### src/sv/frlm_pkg.sv
// shared constants and codes for the frame rate and latency monitor
`default_nettype none
package frlm_pkg;
   localparam int TimeWidth     = 48;
   localparam int IdWidth       = 32;
   localparam int FrameWidth    = 24;
   localparam int FpsWidth      = 32;
   localparam int LiveWidth     = 5;
   localparam int DefaultSlots  = 16;
   localparam int DivStepWidth  = 6;
   localparam logic [31:0] IntervalReset = 32'd1000000;
   localparam logic [16:0] FpsScale      = 17'd100000;
   localparam logic [TimeWidth-1:0] UsPerMs = 48'd1000;
   // ceil(2^36 / 1000), exact quotient for 26-bit dividends
   localparam logic [26:0] MsRecip      = 27'd68719477;
   localparam int          MsRecipShift = 36;
   localparam logic [TimeWidth-1:0] TimeMax = {TimeWidth{1'b1}};
   localparam logic [FrameWidth-1:0] FrameMax = {FrameWidth{1'b1}};
   localparam logic [FpsWidth-1:0] FpsMax = {FpsWidth{1'b1}};
   localparam logic [LiveWidth-1:0] LiveMax = {LiveWidth{1'b1}};
   localparam logic FuncBegin = 1'b0;
   localparam logic FuncEnd   = 1'b1;
   typedef logic [TimeWidth-1:0] time_type;
endpackage
`default_nettype wire

### src/sv/frame_rate_latency_monitor.sv
// frame rate and latency monitor, top level
// a begin event takes a slot memory scan; an end event without report takes the scan and a slot update
// an end event with report adds a six-step ms conversion, up to 3 divides and a purge scan of the slots
// one item at a time, set by the slot memory scans and the one-bit-per-cycle divider
// synchronous active-high reset clears sums, slot valid bits and control, interval 1000000
`default_nettype none
module frame_rate_latency_monitor import frlm_pkg::*; #(
   parameter int BUFFER_SLOTS = DefaultSlots
) (
   input  wire                   clock,
   input  wire                   reset,
   input  wire                   req_valid,
   output logic                  req_stall,
   input  wire                   req_func,
   input  wire  [IdWidth-1:0]    req_buffer_id,
   input  wire  [TimeWidth-1:0]  req_timestamp_us,
   output logic                  rsp_valid,
   input  wire                   rsp_stall,
   output logic [FpsWidth-1:0]   rsp_fps_x100,
   output logic [TimeWidth-1:0]  rsp_render_avg_us,
   output logic [TimeWidth-1:0]  rsp_queue_lag_avg_us,
   output logic [LiveWidth-1:0]  rsp_live_buffers,
   input  wire                   csr_valid,
   output logic                  csr_ready,
   input  wire  [31:0]           csr_report_interval_us
);
   localparam int IdxW = $clog2(BUFFER_SLOTS);
   localparam int CntW = $clog2(BUFFER_SLOTS + 1);

   // sequencer codes
   localparam logic [2:0] S_IDLE = 3'd0, S_SCAN = 3'd1, S_UPD = 3'd2, S_DSTART = 3'd3,
                          S_DWAIT = 3'd4, S_PURGE = 3'd5, S_OUT = 3'd6, S_MS = 3'd7;
   localparam logic [1:0] D_FPS = 2'd1, D_REN = 2'd2, D_LAT = 2'd3;
   localparam logic [2:0] MsLastStep = 3'd5;

   // slot memory: buffer id and last end time per entry
   logic [IdWidth+TimeWidth-1:0] slot_mem [BUFFER_SLOTS];
   logic [IdWidth+TimeWidth-1:0] rd_data_ff;
   logic [IdxW-1:0]              rd_addr;
   logic [IdWidth-1:0]           rd_id;
   time_type                     rd_end;
   logic [BUFFER_SLOTS-1:0]      slot_valid_ff;

   logic [2:0]          state_ff;
   logic [1:0]          step_ff;
   logic [CntW-1:0]     cnt_ff;
   logic [IdxW-1:0]     proc_idx;
   logic                func_ff;
   logic [IdWidth-1:0]  id_ff;
   time_type            now_ff;
   logic [31:0]         interval_cfg_ff;

   // scan results
   logic                match_ff, free_ff, min_ff;
   logic [IdxW-1:0]     match_idx_ff, free_idx_ff, min_idx_ff;
   time_type            match_end_ff, min_end_ff;

   time_type            begin_time_ff, render_sum_ff, latency_sum_ff, last_report_ff;
   logic [FrameWidth-1:0] frames_ff, frames_in;
   time_type            span_ff, ms_ff;
   logic [40:0]         prod_ff;
   logic [FpsWidth-1:0] fps_ff;
   time_type            ren_ff, lat_ff;
   logic [LiveWidth-1:0] live_ff;
   logic [IdxW-1:0]     wr_idx;

   // span to milliseconds, 16-bit digit long division by reciprocal
   logic [2:0]          ms_step_ff;
   logic [9:0]          ms_rem_ff;
   logic [15:0]         ms_q_ff, ms_digit, ms_qd;
   logic [25:0]         ms_val, ms_back;
   logic [52:0]         ms_prod;

   logic                div_start, div_done;
   time_type            div_num, div_den, div_quo;
   logic [TimeWidth:0]  lag_sum, ren_sum;
   time_type            span_now, age;

   logic accept_req, out_load;

   assign accept_req = req_valid && !req_stall;
   assign req_stall  = (state_ff != S_IDLE);
   assign csr_ready  = 1'b1;
   assign out_load   = (state_ff == S_OUT) && (!rsp_valid || !rsp_stall);

   assign proc_idx = IdxW'(cnt_ff - 1'b1);
   assign rd_addr  = cnt_ff[IdxW-1:0];
   assign rd_id    = rd_data_ff[IdWidth+TimeWidth-1:TimeWidth];
   assign rd_end   = rd_data_ff[TimeWidth-1:0];
   assign wr_idx   = match_ff ? match_idx_ff : (free_ff ? free_idx_ff : min_idx_ff);

   assign lag_sum  = {1'b0, latency_sum_ff} + {1'b0, time_type'(now_ff - match_end_ff)};
   assign ren_sum  = {1'b0, render_sum_ff} + {1'b0, time_type'(now_ff - begin_time_ff)};
   assign frames_in = (frames_ff == FrameMax) ? frames_ff : frames_ff + 1'b1;
   assign span_now = now_ff - last_report_ff;
   assign age      = now_ff - rd_end;

   // digit of the span taken at each pair of ms steps, most significant first
   always_comb begin
      case (ms_step_ff[2:1])
         2'd0:    ms_digit = span_ff[TimeWidth-1:TimeWidth-16];
         2'd1:    ms_digit = span_ff[TimeWidth-17:TimeWidth-32];
         default: ms_digit = span_ff[TimeWidth-33:0];
      endcase
   end
   assign ms_val  = {ms_rem_ff, ms_digit};
   assign ms_prod = ms_val * MsRecip;
   assign ms_qd   = 16'(ms_prod >> MsRecipShift);
   assign ms_back = {10'd0, ms_q_ff} * UsPerMs[25:0];

   // operand select for the shared divider
   always_comb begin
      div_num = TimeWidth'(prod_ff);
      div_den = ms_ff;
      case (step_ff)
         D_FPS: begin
            div_num = TimeWidth'(prod_ff);
            div_den = ms_ff;
         end
         D_REN: begin
            div_num = render_sum_ff;
            div_den = TimeWidth'(frames_ff);
         end
         D_LAT: begin
            div_num = latency_sum_ff;
            div_den = TimeWidth'(frames_ff);
         end
         default: begin
            div_num = TimeWidth'(prod_ff);
            div_den = ms_ff;
         end
      endcase
   end
   assign div_start = (state_ff == S_DSTART);

   frlm_div u_div (
      .clock    (clock),
      .reset    (reset),
      .start    (div_start),
      .dividend (div_num),
      .divisor  (div_den),
      .done     (div_done),
      .quotient (div_quo)
   );

   // memory read and write ports
   always_ff @(posedge clock) begin
      rd_data_ff <= slot_mem[rd_addr];
      if (state_ff == S_UPD) begin
         slot_mem[wr_idx] <= {id_ff, now_ff};
      end
   end

   // configuration register
   always_ff @(posedge clock) begin
      if (reset) begin
         interval_cfg_ff <= IntervalReset;
      end else if (csr_valid && csr_ready) begin
         interval_cfg_ff <= csr_report_interval_us;
      end
   end

   function automatic time_type sat_lag(input time_type a, input time_type b);
      logic [TimeWidth:0] s;
      s = {1'b0, a} + {1'b0, b};
      return s[TimeWidth] ? TimeMax : s[TimeWidth-1:0];
   endfunction

   // sequencer
   always_ff @(posedge clock) begin
      if (reset) begin
         state_ff       <= S_IDLE;
         slot_valid_ff  <= '0;
         begin_time_ff  <= '0;
         render_sum_ff  <= '0;
         latency_sum_ff <= '0;
         frames_ff      <= '0;
         last_report_ff <= '0;
         rsp_valid      <= 1'b0;
         cnt_ff         <= '0;
         step_ff        <= D_FPS;
      end else begin
         if (out_load) begin
            rsp_valid <= 1'b1;
         end else if (rsp_valid && !rsp_stall) begin
            rsp_valid <= 1'b0;
         end
         case (state_ff)
            S_IDLE: begin
               if (accept_req) begin
                  func_ff  <= req_func;
                  id_ff    <= req_buffer_id;
                  now_ff   <= req_timestamp_us;
                  cnt_ff   <= '0;
                  match_ff <= 1'b0;
                  free_ff  <= 1'b0;
                  min_ff   <= 1'b0;
                  state_ff <= S_SCAN;
               end
            end
            S_SCAN: begin
               // read issued for cnt, data of cnt-1 examined
               cnt_ff <= cnt_ff + 1'b1;
               if (cnt_ff != '0) begin
                  if (slot_valid_ff[proc_idx]) begin
                     if (!match_ff && rd_id == id_ff) begin
                        match_ff     <= 1'b1;
                        match_idx_ff <= proc_idx;
                        match_end_ff <= rd_end;
                     end
                     if (!min_ff || rd_end < min_end_ff) begin
                        min_ff     <= 1'b1;
                        min_idx_ff <= proc_idx;
                        min_end_ff <= rd_end;
                     end
                  end else if (!free_ff) begin
                     free_ff     <= 1'b1;
                     free_idx_ff <= proc_idx;
                  end
               end
               if (cnt_ff == CntW'(BUFFER_SLOTS)) begin
                  if (func_ff == FuncBegin) begin
                     begin_time_ff <= now_ff;
                     state_ff      <= S_IDLE;
                  end else begin
                     state_ff <= S_UPD;
                  end
               end
            end
            S_UPD: begin
               slot_valid_ff[wr_idx] <= 1'b1;
               render_sum_ff <= ren_sum[TimeWidth] ? TimeMax : ren_sum[TimeWidth-1:0];
               frames_ff     <= frames_in;
               span_ff       <= span_now;
               ms_step_ff    <= '0;
               ms_rem_ff     <= '0;
               if (span_now < TimeWidth'(interval_cfg_ff)) begin
                  state_ff <= S_IDLE;
               end else begin
                  state_ff <= S_MS;
               end
            end
            S_MS: begin
               // even step: quotient digit, odd step: remainder and shift in the digit
               ms_step_ff <= ms_step_ff + 1'b1;
               if (!ms_step_ff[0]) begin
                  ms_q_ff <= ms_qd;
               end else begin
                  ms_rem_ff <= 10'(ms_val - ms_back);
                  ms_ff     <= {ms_ff[TimeWidth-17:0], ms_q_ff};
               end
               if (ms_step_ff == MsLastStep) begin
                  prod_ff  <= frames_ff * FpsScale;
                  state_ff <= S_DSTART;
                  // under one millisecond the rate saturates
                  if (span_ff < UsPerMs) begin
                     fps_ff  <= FpsMax;
                     step_ff <= D_REN;
                  end else begin
                     step_ff <= D_FPS;
                  end
               end
            end
            S_DSTART: begin
               state_ff <= S_DWAIT;
            end
            S_DWAIT: begin
               if (div_done) begin
                  state_ff <= S_DSTART;
                  case (step_ff)
                     D_FPS: begin
                        fps_ff  <= (div_quo > TimeWidth'(FpsMax)) ? FpsMax
                                                                 : div_quo[FpsWidth-1:0];
                        step_ff <= D_REN;
                     end
                     D_REN: begin
                        ren_ff  <= div_quo;
                        step_ff <= D_LAT;
                     end
                     D_LAT: begin
                        lat_ff   <= div_quo;
                        cnt_ff   <= '0;
                        live_ff  <= '0;
                        state_ff <= S_PURGE;
                     end
                     default: begin
                        step_ff <= D_FPS;
                     end
                  endcase
               end
            end
            S_PURGE: begin
               // age out entries and count the survivors
               cnt_ff <= cnt_ff + 1'b1;
               if (cnt_ff != '0 && slot_valid_ff[proc_idx]) begin
                  if (age >= TimeWidth'(interval_cfg_ff)) begin
                     slot_valid_ff[proc_idx] <= 1'b0;
                  end else if (live_ff != LiveMax) begin
                     live_ff <= live_ff + 1'b1;
                  end
               end
               if (cnt_ff == CntW'(BUFFER_SLOTS)) begin
                  state_ff <= S_OUT;
               end
            end
            S_OUT: begin
               if (out_load) begin
                  last_report_ff <= now_ff;
                  frames_ff      <= '0;
                  render_sum_ff  <= '0;
                  latency_sum_ff <= '0;
                  state_ff       <= S_IDLE;
               end
            end
            default: begin
               state_ff <= S_IDLE;
            end
         endcase
         // begin event with a known buffer adds its queue lag
         if (state_ff == S_SCAN && cnt_ff == CntW'(BUFFER_SLOTS) && func_ff == FuncBegin
             && (match_ff || (slot_valid_ff[proc_idx] && rd_id == id_ff))) begin
            if (match_ff) begin
               latency_sum_ff <= lag_sum[TimeWidth] ? TimeMax : lag_sum[TimeWidth-1:0];
            end else begin
               latency_sum_ff <= sat_lag(latency_sum_ff, time_type'(now_ff - rd_end));
            end
         end
      end
   end

   // result register, held until the transfer completes
   always_ff @(posedge clock) begin
      if (out_load) begin
         rsp_fps_x100         <= fps_ff;
         rsp_render_avg_us    <= ren_ff;
         rsp_queue_lag_avg_us <= lat_ff;
         rsp_live_buffers     <= live_ff;
      end
   end

   // a written slot is live in the next cycle
   a_slot_written: assert property (@(posedge clock) disable iff (reset)
      state_ff == S_UPD |=> slot_valid_ff[$past(wr_idx)])
      else $error("written slot not marked valid");

   // a result only appears from the output state
   a_rsp_source: assert property (@(posedge clock) disable iff (reset)
      $rose(rsp_valid) |-> $past(state_ff) == S_OUT)
      else $error("result raised outside output state");

   // divider completion only while waiting on it
   a_div_done: assert property (@(posedge clock) disable iff (reset)
      div_done |-> state_ff == S_DWAIT)
      else $error("divider finished while not awaited");
endmodule
`default_nettype wire

### src/sv/frlm_div.sv
// restoring divider, one quotient bit per cycle
`default_nettype none
module frlm_div import frlm_pkg::*; (
   input  wire      clock,
   input  wire      reset,
   input  wire      start,
   input  time_type dividend,
   input  time_type divisor,
   output logic     done,
   output time_type quotient
);
   time_type                rem_ff, rem_in, quo_ff, quo_in, den_ff;
   logic [DivStepWidth-1:0] cnt_ff, cnt_in;
   logic                    busy_ff, busy_in, done_ff, done_in;
   logic [TimeWidth:0]      trial;

   always_comb begin
      trial   = {rem_ff, quo_ff[TimeWidth-1]};
      rem_in  = rem_ff;
      quo_in  = quo_ff;
      cnt_in  = cnt_ff;
      busy_in = busy_ff;
      done_in = 1'b0;
      if (start) begin
         rem_in  = '0;
         quo_in  = dividend;
         cnt_in  = '0;
         busy_in = 1'b1;
      end else if (busy_ff) begin
         if (trial >= {1'b0, den_ff}) begin
            rem_in = TimeWidth'(trial - {1'b0, den_ff});
            quo_in = {quo_ff[TimeWidth-2:0], 1'b1};
         end else begin
            rem_in = trial[TimeWidth-1:0];
            quo_in = {quo_ff[TimeWidth-2:0], 1'b0};
         end
         cnt_in = cnt_ff + 1'b1;
         if (cnt_ff == DivStepWidth'(TimeWidth - 1)) begin
            busy_in = 1'b0;
            done_in = 1'b1;
         end
      end
   end

   always_ff @(posedge clock) begin
      if (reset) begin
         busy_ff <= 1'b0;
         done_ff <= 1'b0;
      end else begin
         busy_ff <= busy_in;
         done_ff <= done_in;
      end
      rem_ff <= rem_in;
      quo_ff <= quo_in;
      cnt_ff <= cnt_in;
      if (start) begin
         den_ff <= divisor;
      end
   end

   assign done     = done_ff;
   assign quotient = quo_ff;
endmodule
`default_nettype wire

### config.mk
export PLATFORM = sky130hd
export DESIGN_NAME = frame_rate_latency_monitor
export DESIGN_NICKNAME = d
export VERILOG_FILES = /design/src/sv/frlm_pkg.sv /design/src/sv/frame_rate_latency_monitor.sv /design/src/sv/frlm_div.sv
export SDC_FILE = /design/constraint.sdc
export NUM_CORES = 2
export LEC_CHECK = 0
export BUFFER_PORTS_ARGS = -buffer_cell sky130_fd_sc_hd__buf_2
export CAP_MARGIN = 20
export CORE_ASPECT_RATIO = 2
export CORE_MARGIN = 2
export CORE_UTILIZATION = 60
export CTS_BUF_LIST = sky130_fd_sc_hd__clkbuf_4
export DETAILED_ROUTE_END_ITERATION = 8
export HOLD_SLACK_MARGIN = 0.15
export PLACE_DENSITY = 0.77
export SLEW_MARGIN = 5
export SYNTH_ARGS = -nofsm -noshare
export SYNTH_HDL_FRONTEND = slang
export SYNTH_SLANG_ARGS = --single-unit
### constraint.sdc
create_clock -name clock -period 9.9 [get_ports clock]
set_clock_uncertainty 0.2 [all_clocks]
set_input_delay 1.485 -clock clock [delete_from_list [all_inputs] [get_ports clock]]
set_output_delay 1.485 -clock clock [all_outputs]
set_load 0.02 [all_outputs]
==> flow_summary.json <==
{
  "status": "finished clean",
  "place_hpwl_mm": 271.7,
  "die_h_um": 650.2,
  "pwr-share-comb_pct": 31.0,
  "synthCells": 9553,
  "cpMaxStageDelayCell": "edfxtp_1",
  "synth_top_area_share_pct": 47.83,
  "ios": 254,
  "fin_crit_ps": 8797,
  "h-tree-depth": 6,
  "reg2reg_depth": 27,
  "ys_types": 88,
  "holdPathStages": 0,
  "p_clk_share_pct": 28.1,
  "power_w": 0.02890,
  "hold_path.class": "reg2reg",
  "synth_area_leader_cell": "edfxtp_1",
  "post_cts_buffers": 0,
  "grt_pass1_wl_mm": 557.0,
  "vias": 84250,
  "ir_drop_uv": 184.1,
  "grt_overflow": 0,
  "final_nets": 11570,
  "first_pass_iters": 6,
  "drc": 0,
  "clk_pin_slew_ps": 80,
  "r2r-end": "ms_q_ff[15]$_DFFE_PP_",
  "end_kind": "register",
  "maxCapViolCount": 0,
  "dieArea_um2": 212700,
  "via_per_inst": 6.281,
  "path_common_cell": "fa_1",
  "portBuffers": 252,
  "largest-register": "slot_mem",
  "yosysSeqAreaShare_pct": 54.40,
  "post-route-period-util_pct": 88.86,
  "worstMarginPinSlew_ps": 1249,
  "drv_slew": 0,
  "synth_area_leaders": "edfxtp_1 48%, ha_1 9.2%, mux4_2 7.3%",
  "avgSynthCellArea_um2": 13.11,
  "cts_buffers": 535,
  "grt_pass1_vias": 89170,
  "whs_endpoint": "rsp_render_avg_us[25]$_DFFE_PP_",
  "critPathLaunchType": "register",
  "cp_data_required_time_ps": 10660,
  "gp_congestion": 1.044,
  "internal-power_w": 0.01910,
  "synth.cell_area_um2": 125300,
  "r2r_setup_slack_ps": 1100,
  "core_region_area_um2": 207900,
  "track_usage_pct": 35.96,
  "synth_nets": 10890,
  "largest_reg_flops": 1280,
  "clockBufferDepth": 4,
  "clock_latency_ps": 1280,
  "p_seq_share_pct": 41.0,
  "async_flop_share_pct": 0,
  "row_count": 237,
  "route.antenna.remaining_nets": 0,
  "start_util_pct": 60.26,
  "p_sw_share_pct": 33.90,
  "crit_cells": 27,
  "root_buffer": "clkbuf_4",
  "antenna_found_initial": 16,
  "final_hold_viol_count": 0,
  "grt_max_degree": 74,
  "critPathTopFamily": "adder cells",
  "die_width_um": 327.1,
  "p_switching_w": 0.009798,
  "setup_tns_ps": 0,
  "routed_wl_mm": 382.8,
  "p_leak_nw": 54.08,
  "wire_per_inst_um": 28.54,
  "rsz0062_at_grt": "no",
  "cts_hold_buffers": 52,
  "synth_edf_count": 1995,
  "slew_headroom_pct": 16.71,
  "max_stage_delay_ps": 970,
  "hp-start": "ren_ff[25]$_DFFE_PP_",
  "worstPathArrival_ps": 9550,
  "fmax_ghz": 0.1137,
  "reg.largest.list": "slot_mem x1280, rd_data_ff x80",
  "cts_resized": 0,
  "drtIter0Drc": 6823,
  "drive_gt1_share_pct": 16.45,
  "critical_path_peak_fanout": 18,
  "syn_to_final_growth_pct": 10.15,
  "worst-path-buf-inv": 6,
  "ys_ff_latch": 2406,
  "yosys_most_used_dff": "edfxtp_1",
  "crit_type": "reg2reg",
  "final_core_util_pct": 66.38,
  "powerDensity_nw_per_um2": 209.5,
  "yosysWarningCount": 0,
  "reg2reg_from": "ms_step_ff[1]$_SDFFCE_PN0P_",
  "tritoncts": "done",
  "setup_viol": 0,
  "clkSinkCount": 2406,
  "hold_ws_ps": 170.9
}
power groups by stage:
stage | registers [W] | logic, W | clock network (W)
5_1_grt | 0.0119 | 0.00974 | 0.00867
3_3_place_gp | 0.0120 | 0.00866 | 0
4_1_cts | 0.0118 | 0.00885 | 0.00820
6_report | 0.0118 | 0.00895 | 0.00811
2_1_floorplan | 0.0119 | 0.00628 | 0
3_5_place_dp | 0.0121 | 0.00877 | 0
cell type report:
cell class / instances / area (um2)
Fill cell: 14930 / 69890
Sequential cell: 2406 / 68150
Multi-Input combinational cell: 5858 / 52570
Clock buffer: 735 / 5518
Inverter: 959 / 3610
Tap cell: 2748 / 3438
Timing Repair Buffer: 470 / 3109
Clock inverter: 222 / 1540
Antenna cell: 14 / 35.03
how the worst max path moves through the flow:
stage                           endpoint                         from
2_1_floorplan  match_end_ff[0]$_DFFE_PP_       cnt_ff[0]$_SDFFE_PP0P_
3_3_place_gp       ms_q_ff[15]$_DFFE_PP_  ms_step_ff[1]$_SDFFCE_PN0P_
3_5_place_dp       ms_q_ff[15]$_DFFE_PP_  ms_step_ff[1]$_SDFFCE_PN0P_
4_1_cts            ms_q_ff[15]$_DFFE_PP_  ms_step_ff[1]$_SDFFCE_PN0P_
5_1_grt            ms_q_ff[15]$_DFFE_PP_  ms_step_ff[1]$_SDFFCE_PN0P_
6_report           ms_q_ff[15]$_DFFE_PP_  ms_step_ff[1]$_SDFFCE_PN0P_
cell usage in the layout, fill, tap and decap left out, types with 301 or more instances in the layout:
| master | instances |
|---|---|
| edfxtp_1 | 1995 |
| inv_1 | 957 |
| ha_1 | 919 |
| clkbuf_4 | 736 |
| nand2_1 | 678 |
| a21oi_1 | 546 |
| nor2_1 | 456 |
| dfxtp_1 | 406 |
| mux4_2 | 405 |
| xnor2_1 | 312 |
| fa_1 | 301 |
kinds of logic after synthesis:
logic type      Yosys count  share of synthesized area (%)
flops                  2406                          54.40
xor+xnor                467                          3.265
buf+inv                1289                          3.885
mux                     487                          7.964
fa+ha+maj              1222                          14.01
compound gates         1849                          9.716
other cells               1                       0.002994
simple gates           1832                          6.761
cells in the mapped netlist (all sizes together), types with 97 or more instances:
cell type	count
a21o	295
inv	959
a21oi	546
ha	921
nor2	476
nand2	679
dfxtp	411
mux4	405
nand2b	97
xnor2	312
a31oi	112
nand3	115
edfxtp	1995
xor2	155
fa	301
o21ai	287
clkbuf	273
metrics by stage:
step,cells,cell area [um2],worst slack (ps)
2_1_floorplan,9553,125300,1034
3_3_place_gp,12380,130300,1009
3_5_place_dp,12390,130300,1020
4_1_cts,13390,137900,1029
5_1_grt,13400,138000,672.1
6_report,13410,138000,1103
routing by layer:
metal | part of all wire, % | global-route usage (%) | up-vias
met4 | 9.3 | 28.72 | 16
met3 | 6.1 | 5.555 | 1461
met5 | 0.027 | 0 | -
met1 | 31 | 35.05 | 41540
met2 | 54 | 66.56 | 4141
li1 | - | - | 37090
Note: power is estimated with default switching activity, not from simulation.
